<file path="config.mk">
export PLATFORM = sky130hd
export DESIGN_NAME = stride_multiblock_prefetcher_core
export DESIGN_NICKNAME = d
export VERILOG_FILES = /design/src/rtl/smp_pkg.sv /design/src/rtl/smp_alu.sv /design/src/rtl/smp_hist.sv /design/src/rtl/stride_multiblock_prefetcher_core.sv
export SDC_FILE = /design/constraint.sdc
export NUM_CORES = 1
export LEC_CHECK = 0
export BUFFER_PORTS_ARGS = -buffer_cell sky130_fd_sc_hd__buf_2
export CAP_MARGIN = 15
export CORE_MARGIN = 1.5
export CORE_UTILIZATION = 45
export DETAILED_ROUTE_END_ITERATION = 10
export PLACE_DENSITY = 0.77
export SETUP_SLACK_MARGIN = 0.15
export SLEW_MARGIN = 20
export SYNTH_ARGS = -nofsm -noshare
export SYNTH_HDL_FRONTEND = slang
export SYNTH_SLANG_ARGS = --single-unit
export TNS_END_PERCENT = 10
</file>
<file path="constraint.sdc">
create_clock -name clk_i -period 7.1 [get_ports clk_i]
set_input_delay 0.355 -clock clk_i [delete_from_list [all_inputs] [get_ports clk_i]]
set_output_delay 0.355 -clock clk_i [all_outputs]
set_load 0.03 [all_outputs]
</file>
<file path="src/rtl/smp_pkg.sv">
// shared types and constants for the stride multiblock prefetcher
// no dependencies; imported by every rtl module of the block
package smp_pkg;

  localparam int unsigned ADDR_W          = 64;
  localparam int unsigned DEPTH_W         = 3;
  localparam int unsigned TRUST_W         = 4;
  localparam int unsigned HISTORY_DEPTH   = 4;
  localparam int unsigned DEPTH_LIMIT     = 6;
  localparam int unsigned MAX_DEPTH_RESET = 6;

  localparam logic [TRUST_W-1:0] TRUST_MAX       = 4'd10;
  localparam logic [TRUST_W-1:0] TRUST_STEP_DOWN = 4'd2;
  localparam logic [TRUST_W-1:0] TRUST_HIT_BONUS = 4'd2;

  typedef enum logic {
    ALU_ADD,
    ALU_SUB
  } alu_op_e;

  typedef struct packed {
    alu_op_e           op;
    logic [ADDR_W-1:0] a;
    logic [ADDR_W-1:0] b;
  } alu_req_t;

  typedef enum logic [2:0] {
    ST_IDLE,
    ST_DIFF,
    ST_TRUST,
    ST_FIRST,
    ST_EMIT
  } state_e;

endpackage

</file>
<file path="src/rtl/smp_alu.sv">
// shared 64-bit add/subtract unit with a zero flag
// depends on smp_pkg
module smp_alu (
  input  smp_pkg::alu_req_t              req_i,
  output logic [smp_pkg::ADDR_W-1:0]     y_o,
  output logic                           zero_o
);
  import smp_pkg::*;

  always_comb begin
    case (req_i.op)
      ALU_ADD: y_o = req_i.a + req_i.b;
      ALU_SUB: y_o = req_i.a - req_i.b;
      default: y_o = '0;
    endcase
  end

  assign zero_o = (y_o == '0);

endmodule

</file>
<file path="src/rtl/smp_hist.sv">
// stride history shift register with an all-entries-equal flag
// depends on smp_pkg
module smp_hist #(
  parameter int unsigned HistDepth = smp_pkg::HISTORY_DEPTH
) (
  input  logic                       clk_i,
  input  logic                       rst_ni,
  input  logic                       shift_i,
  input  logic [smp_pkg::ADDR_W-1:0] stride_i,
  output logic                       uniform_o
);
  import smp_pkg::*;

  logic [ADDR_W-1:0] hist_q [HistDepth];

  // oldest entry at index 0, newest at the top
  always_ff @(posedge clk_i or negedge rst_ni) begin
    if (!rst_ni) begin
      for (int i = 0; i < HistDepth; i++) hist_q[i] <= '0;
    end else if (shift_i) begin
      for (int i = 0; i < HistDepth - 1; i++) hist_q[i] <= hist_q[i+1];
      hist_q[HistDepth-1] <= stride_i;
    end
  end

  always_comb begin
    uniform_o = 1'b1;
    for (int i = 1; i < HistDepth; i++) begin
      if (hist_q[i] != hist_q[0]) uniform_o = 1'b0;
    end
  end

endmodule

</file>
<file path="src/rtl/stride_multiblock_prefetcher_core.sv">
// top level of the stride multiblock prefetcher: sequencer around one shared adder
// depends on smp_pkg, smp_alu and smp_hist
//
// Each input beat is a fault event (block address, address-space handle). Events with a
// zero block, a zero handle or a block equal to the last one are dropped without any
// change of state. Otherwise the signed stride from the previous block is shifted into
// the stride history, the 0..10 confidence is updated (+1 on a uniform nonzero history,
// otherwise -2 floored at 0, then +2 saturating when the block hit the predicted target)
// and, for a nonzero stride, K = min(1 + confidence/2, max_depth, 6) target beats are
// sent out at block + i*stride, i = 1..K, last_of_run marking the final one.
// Timing: input ready is high only while idle. An event passes from the accept state
// through the stride, confidence and first-target states, then one target beat goes
// out per cycle while the output is taken; a dropped event returns to idle after the
// stride step, a zero stride after the confidence step. The stride, hit check and
// target steps all go through the single shared 64-bit add/subtract unit.
// max_depth is written through cfg_we_i/cfg_wdata_i and resets to 6.
module stride_multiblock_prefetcher_core #(
  parameter int unsigned HistDepth = smp_pkg::HISTORY_DEPTH
) (
  input  logic                        clk_i,
  input  logic                        rst_ni,
  // configuration
  input  logic                        cfg_we_i,
  input  logic [smp_pkg::DEPTH_W-1:0] cfg_wdata_i,
  // fault event channel
  input  logic                        in_valid_i,
  output logic                        in_ready_o,
  input  logic [smp_pkg::ADDR_W-1:0]  block_address_i,
  input  logic [smp_pkg::ADDR_W-1:0]  space_handle_i,
  // prefetch target channel
  output logic                        out_valid_o,
  input  logic                        out_ready_i,
  output logic [smp_pkg::ADDR_W-1:0]  target_address_o,
  output logic [smp_pkg::ADDR_W-1:0]  target_space_o,
  output logic [smp_pkg::DEPTH_W-1:0] ahead_index_o,
  output logic                        last_of_run_o
);
  import smp_pkg::*;

  state_e state_q, state_d;

  logic [ADDR_W-1:0]  blk_q, blk_d;
  logic [ADDR_W-1:0]  space_q, space_d;
  logic [ADDR_W-1:0]  prev_q, prev_d;
  logic [ADDR_W-1:0]  pred_q, pred_d;
  logic [ADDR_W-1:0]  stride_q, stride_d;
  logic [ADDR_W-1:0]  acc_q, acc_d;
  logic [TRUST_W-1:0] trust_q, trust_d;
  logic [DEPTH_W-1:0] depth_q, depth_d;
  logic [DEPTH_W-1:0] idx_q, idx_d;
  logic [DEPTH_W-1:0] max_depth_q;

  alu_req_t          alu_req;
  logic [ADDR_W-1:0] alu_y;
  logic              alu_zero;
  logic              hist_shift;
  logic              hist_uniform;

  logic [TRUST_W-1:0] trust_tmp;
  logic [DEPTH_W-1:0] limit;
  logic [DEPTH_W-1:0] depth_tmp;
  logic               last_beat;

  smp_alu u_alu (
    .req_i  (alu_req),
    .y_o    (alu_y),
    .zero_o (alu_zero)
  );

  smp_hist #(
    .HistDepth (HistDepth)
  ) u_hist (
    .clk_i     (clk_i),
    .rst_ni    (rst_ni),
    .shift_i   (hist_shift),
    .stride_i  (stride_d),
    .uniform_o (hist_uniform)
  );

  // configuration register
  always_ff @(posedge clk_i or negedge rst_ni) begin
    if (!rst_ni) begin
      max_depth_q <= DEPTH_W'(MAX_DEPTH_RESET);
    end else if (cfg_we_i) begin
      max_depth_q <= cfg_wdata_i;
    end
  end

  // state and persistent prediction state
  always_ff @(posedge clk_i or negedge rst_ni) begin
    if (!rst_ni) begin
      state_q  <= ST_IDLE;
      prev_q   <= '0;
      pred_q   <= '0;
      trust_q  <= '0;
      stride_q <= '0;
      depth_q  <= '0;
      idx_q    <= '0;
    end else begin
      state_q  <= state_d;
      prev_q   <= prev_d;
      pred_q   <= pred_d;
      trust_q  <= trust_d;
      stride_q <= stride_d;
      depth_q  <= depth_d;
      idx_q    <= idx_d;
    end
  end

  // event payload and running target, no reset needed
  always_ff @(posedge clk_i) begin
    blk_q   <= blk_d;
    space_q <= space_d;
    acc_q   <= acc_d;
  end

  // effective depth cap: max_depth, but never above the hard limit
  assign limit = (32'(max_depth_q) > DEPTH_LIMIT) ? DEPTH_W'(DEPTH_LIMIT) : max_depth_q;

  assign last_beat = (idx_q == depth_q);

  always_comb begin
    state_d    = state_q;
    blk_d      = blk_q;
    space_d    = space_q;
    prev_d     = prev_q;
    pred_d     = pred_q;
    stride_d   = stride_q;
    acc_d      = acc_q;
    trust_d    = trust_q;
    depth_d    = depth_q;
    idx_d      = idx_q;
    hist_shift = 1'b0;
    trust_tmp  = trust_q;
    depth_tmp  = depth_q;
    alu_req.op = ALU_ADD;
    alu_req.a  = acc_q;
    alu_req.b  = stride_q;

    case (state_q)
      ST_IDLE: begin
        if (in_valid_i) begin
          blk_d   = block_address_i;
          space_d = space_handle_i;
          state_d = ST_DIFF;
        end
      end

      // stride = block - previous; a zero difference means a repeated block
      ST_DIFF: begin
        alu_req.op = ALU_SUB;
        alu_req.a  = blk_q;
        alu_req.b  = prev_q;
        if (blk_q == '0 || space_q == '0 || alu_zero) begin
          state_d = ST_IDLE;
        end else begin
          stride_d   = (prev_q == '0) ? '0 : alu_y;
          hist_shift = 1'b1;
          state_d    = ST_TRUST;
        end
      end

      // confidence update; the adder checks for a hit on the predicted block
      ST_TRUST: begin
        alu_req.op = ALU_SUB;
        alu_req.a  = blk_q;
        alu_req.b  = pred_q;
        if (stride_q != '0 && hist_uniform) begin
          trust_tmp = (trust_q < TRUST_MAX) ? trust_q + 4'd1 : TRUST_MAX;
        end else begin
          trust_tmp = (trust_q >= TRUST_STEP_DOWN) ? trust_q - TRUST_STEP_DOWN : '0;
        end
        if (pred_q != '0 && alu_zero) begin
          trust_tmp = trust_tmp + TRUST_HIT_BONUS;
          if (trust_tmp > TRUST_MAX) trust_tmp = TRUST_MAX;
        end
        depth_tmp = DEPTH_W'(trust_tmp >> 1) + DEPTH_W'(1);
        if (depth_tmp > limit) depth_tmp = limit;
        trust_d = trust_tmp;
        depth_d = depth_tmp;
        prev_d  = blk_q;
        if (stride_q == '0) begin
          pred_d  = '0;
          state_d = ST_IDLE;
        end else begin
          state_d = ST_FIRST;
        end
      end

      // first target doubles as the next prediction
      ST_FIRST: begin
        alu_req.op = ALU_ADD;
        alu_req.a  = blk_q;
        alu_req.b  = stride_q;
        pred_d     = alu_y;
        acc_d      = alu_y;
        idx_d      = DEPTH_W'(1);
        state_d    = (depth_q == '0) ? ST_IDLE : ST_EMIT;
      end

      // one target beat per cycle while the sink takes them
      ST_EMIT: begin
        if (out_ready_i) begin
          if (last_beat) begin
            state_d = ST_IDLE;
          end else begin
            acc_d = alu_y;
            idx_d = idx_q + DEPTH_W'(1);
          end
        end
      end

      default: begin
        state_d = ST_IDLE;
      end
    endcase
  end

  assign in_ready_o       = (state_q == ST_IDLE);
  assign out_valid_o      = (state_q == ST_EMIT);
  assign target_address_o = acc_q;
  assign target_space_o   = space_q;
  assign ahead_index_o    = idx_q;
  assign last_of_run_o    = last_beat;

  // checks

  // the sequencer never takes an event while a target beat is pending
  assert property (@(posedge clk_i) disable iff (!rst_ni)
    !(in_ready_o && out_valid_o))
    else $error("event accepted while a target beat is pending");

  // a shown target lies between one stride ahead and the run depth
  assert property (@(posedge clk_i) disable iff (!rst_ni)
    out_valid_o |-> (ahead_index_o != '0 && ahead_index_o <= depth_q))
    else $error("target index outside the run");

  // successive targets of a run step by exactly one stride
  assert property (@(posedge clk_i) disable iff (!rst_ni)
    (out_valid_o && out_ready_i && !last_of_run_o) |=>
      (out_valid_o && target_address_o == $past(target_address_o) + stride_q))
    else $error("targets of a run not one stride apart");

  // confidence stays within its range
  assert property (@(posedge clk_i) disable iff (!rst_ni)
    trust_q <= TRUST_MAX)
    else $error("confidence above its maximum");

endmodule
</file>
==> results.yml <==
die:
  coreArea_um2: 77300
  start_util_pct: 45.5
  rows: 102
  ios: 270
  dieArea_um2: 79800
  die_w_um: 283
  die_h_um: 283
route:
  vias_per_cell: 5.94
  ant_nets: 0
  firstDrtPassIters: 6
  first_iter_violations: 4181
  drc_errors: 0
  wirelength_mm: 144
  vias: 35300
  wl_per_cell_um: 24.3
finish:
  finalNetCount: 5055
  layout-drive-gt1-share_pct: 29.1
  area_growth_pct: 39.0
  final_area_um2: 48900
sta:
  max_freq_mhz: 126
  max_slew_margin_pct: 26.4
  finalCritPeriodShare_pct: 112
  slew_viol_final: 0
  rsz0062_at_grt: "yes"
  worst_pin_slew_ns: 1.10
  period_minus_slack_ns: 7.95
  setup_ws_ns: -0.851
  skew_ns: 0.0372
  timing.hold.ws_ns: 0.147
  hold_violations: 0
  setup_viol: 5
clock_tree:
  clk_latency_ns: 0.65
  cts_buffers: 71
  cts_tree: "done"
  htree_num_levels: 3
  clk_path_buf_depth: 3
  clk_pin_slew_worst_paths_ns: 0.06
  cts_root_buf: "clkbuf_16"
  clock_sinks: 656
logic_synthesis:
  synth-seq-area-share_pct: 49.4
  syn_inst: 3813
  yosys_warnings: 0
  synth_cell_types: 87
  synth-async-reset-ratio_pct: 70.7
  ys_top_cells_by_area: "dfrtp_1, edfxtp_1, nand2_1"
  synth_most_common_cell: "nand2_1"
  synth-main-ff-cell: "dfrtp_1"
  synth_top_cell_by_area: "dfrtp_1"
  avgSynthCellArea_um2: 9.22
  syn-num-nets: 4024
  synth_seq_cells: 656
  synth_edf_count: 192
  synthTopCellsByCount: "nand2_1, dfrtp_1, edfxtp_1"
  synth.top_cell.area_share_pct: 32.9
  netlist_area_um2: 35200
min_path:
  min_path_cells: 3
  hold-path-endpoint: "state_q[0]"
  hp-start: "in_valid_i"
  min_path_type: "primary input to flip-flop"
placed_design:
  globalplace.congestion: 1.01
  hpwl_mm: 102
  post_dp_cell_area_um2: 42700
  io_buffer_count: 269
global_routing:
  met1_usage_pct: 44.8
  grt_pass1_vias: 33400
  grt_pass1_wl_mm: 204
  use_met2_pct: 52.9
  grt_remaining_overflow: 0
  grt_max_degree: 182
  grt_usage_pct: 34.1
  antenna_found_initial: 5
  busiest_layer: "met2"
  met3_usage_pct: 6.72
critical_path:
  reg2reg_slack_ns: -0.85
  rr_startpoint: "state_q[2]"
  critical_path.endpoint_type: "flip-flop"
  slowest_delay_ns: 0.47
  critPathBufInv: 6
  r2r-end: "depth_q[1]"
  worstRegToRegCells: 37
  cp_top_family: "simple AND/OR/NAND/NOR gates"
  required_ns: 7.61
  arrival_ns: 8.46
  worstSetupPathType: "flip-flop to flip-flop"
  worst-path-max-fanout: 13
  cp_common_cell: "a21o_1"
  start_kind: "flip-flop"
  slowest_stage: "dfrtp_2"
outcome:
  outcome: "finished with violations"
  violations: "setup timing"
job:
  cap_violations: 0
[worst max path at each step]
stage          cells after the start          to  slack, ns        from
2_1_floorplan                     37  depth_q[1]       0.08  state_q[1]
3_3_place_gp                      36  depth_q[0]      -1.15  state_q[1]
3_5_place_dp                      32  depth_q[0]      -1.31  state_q[1]
4_1_cts                           32  depth_q[1]      -0.79  state_q[1]
5_1_grt                           35  depth_q[1]      -1.04  state_q[1]
6_report                          37  depth_q[1]      -0.85  state_q[2]
[worst reg2reg max path: cells and delay by family, from the launching register on]
kind	cells	cell delay (ns)
XOR/XNOR	1	0.16
AO/OA/AOI/OAI	15	2.40
AND/OR/NAND/NOR	10	2.55
flip-flops	1	0.47
adder cells (fa/ha/maj)	3	0.84
multiplexers	2	0.55
buffers and inverters	6	0.86
[metal layers]
metal / up-vias / wire [um]
met4: 4 / 9990
li1: 15700 / -
met2: 1967 / 64700
met3: 453 / 13700
met1: 17200 / 55600
met5: - / 26
[registers in the layout, indices dropped and copies added (netlist names)]
name	cells
u_hist.hist_q	256
target_space_o	64
target_address_o	64
depth_q	3
ahead_index_o	3
pred_q	64
prev_q	64
trust_q	4
max_depth_q	3
stride_q	64
blk_q	64
state_q	3
[cell type report]
cell class	instances	area, um^2
fillers	6220	28500
multi-input cells	2901	18300
flip-flops and latches	656	17400
repair buffers	1159	9290
clock buffers	95	2010
well taps	1040	1300
clock inverters	30	350
inverters	55	211
diodes	2	5.00
[cells in the final DEF, fill, tap and decap left out, drive strengths merged, types with 12 or more instances in the layout]
cell type and n:
a21o 22, a21oi 131, a22o 179, a31oi 18, and2 21, and3 23
buf 1007, clkbuf 114, clkinv 19, dfrtp 462, dlygate4sd3 133, edfxtp 192
ha 74, inv 58, nand2 1092, nand2b 18, nand3 70, nand4 94
nor2 126, nor2b 75, nor3 107, nor4 120, o211ai 15, o21a 12
o21ai 177, o21bai 17, o221ai 68, or3 28, xnor2 114, xor2 123
[through the flow]
stage	setup TNS (ns)	utilization, %	setup slack, ns	std cells
after floorplan	0	-	0.0844	3813
after global placement	-23.99	55.2	-1.15	5598
after detailed placement	-65.48	55.2	-1.31	5598
after CTS	-2.36	60.9	-0.794	5893
after global routing	-19.27	63.2	-1.04	5937
final	-2.54	63.2	-0.851	5938
[timing repair]
item / CTS / global route
pin swaps: 29 / 203
gates resized for setup: 85 / 271
hold buffers: 133 / 0
hold endpoints to repair: 234 / 0
setup endpoints to repair: 328 / 328
cloned: 3 / 19
setup buffers: 34 / 24
[logic make-up (layout without fill, tap and decap cells)]
family	Yosys count	count (layout)	synth area share, %
AND/OR/NAND/NOR	1836	1836	23.8
AO/OA/AOI/OAI	737	737	14.7
flip-flops	656	656	49.4
buffers and inverters	256	1339	3.04
XOR/XNOR	237	237	5.90
adder cells (fa/ha/maj)	75	75	2.69
multiplexers	16	16	0.505
other	0	2	0
Power is left out: the tool's default activity adds up to more than one toggle a clock period on the data nets, which glitch-free logic cannot reach.
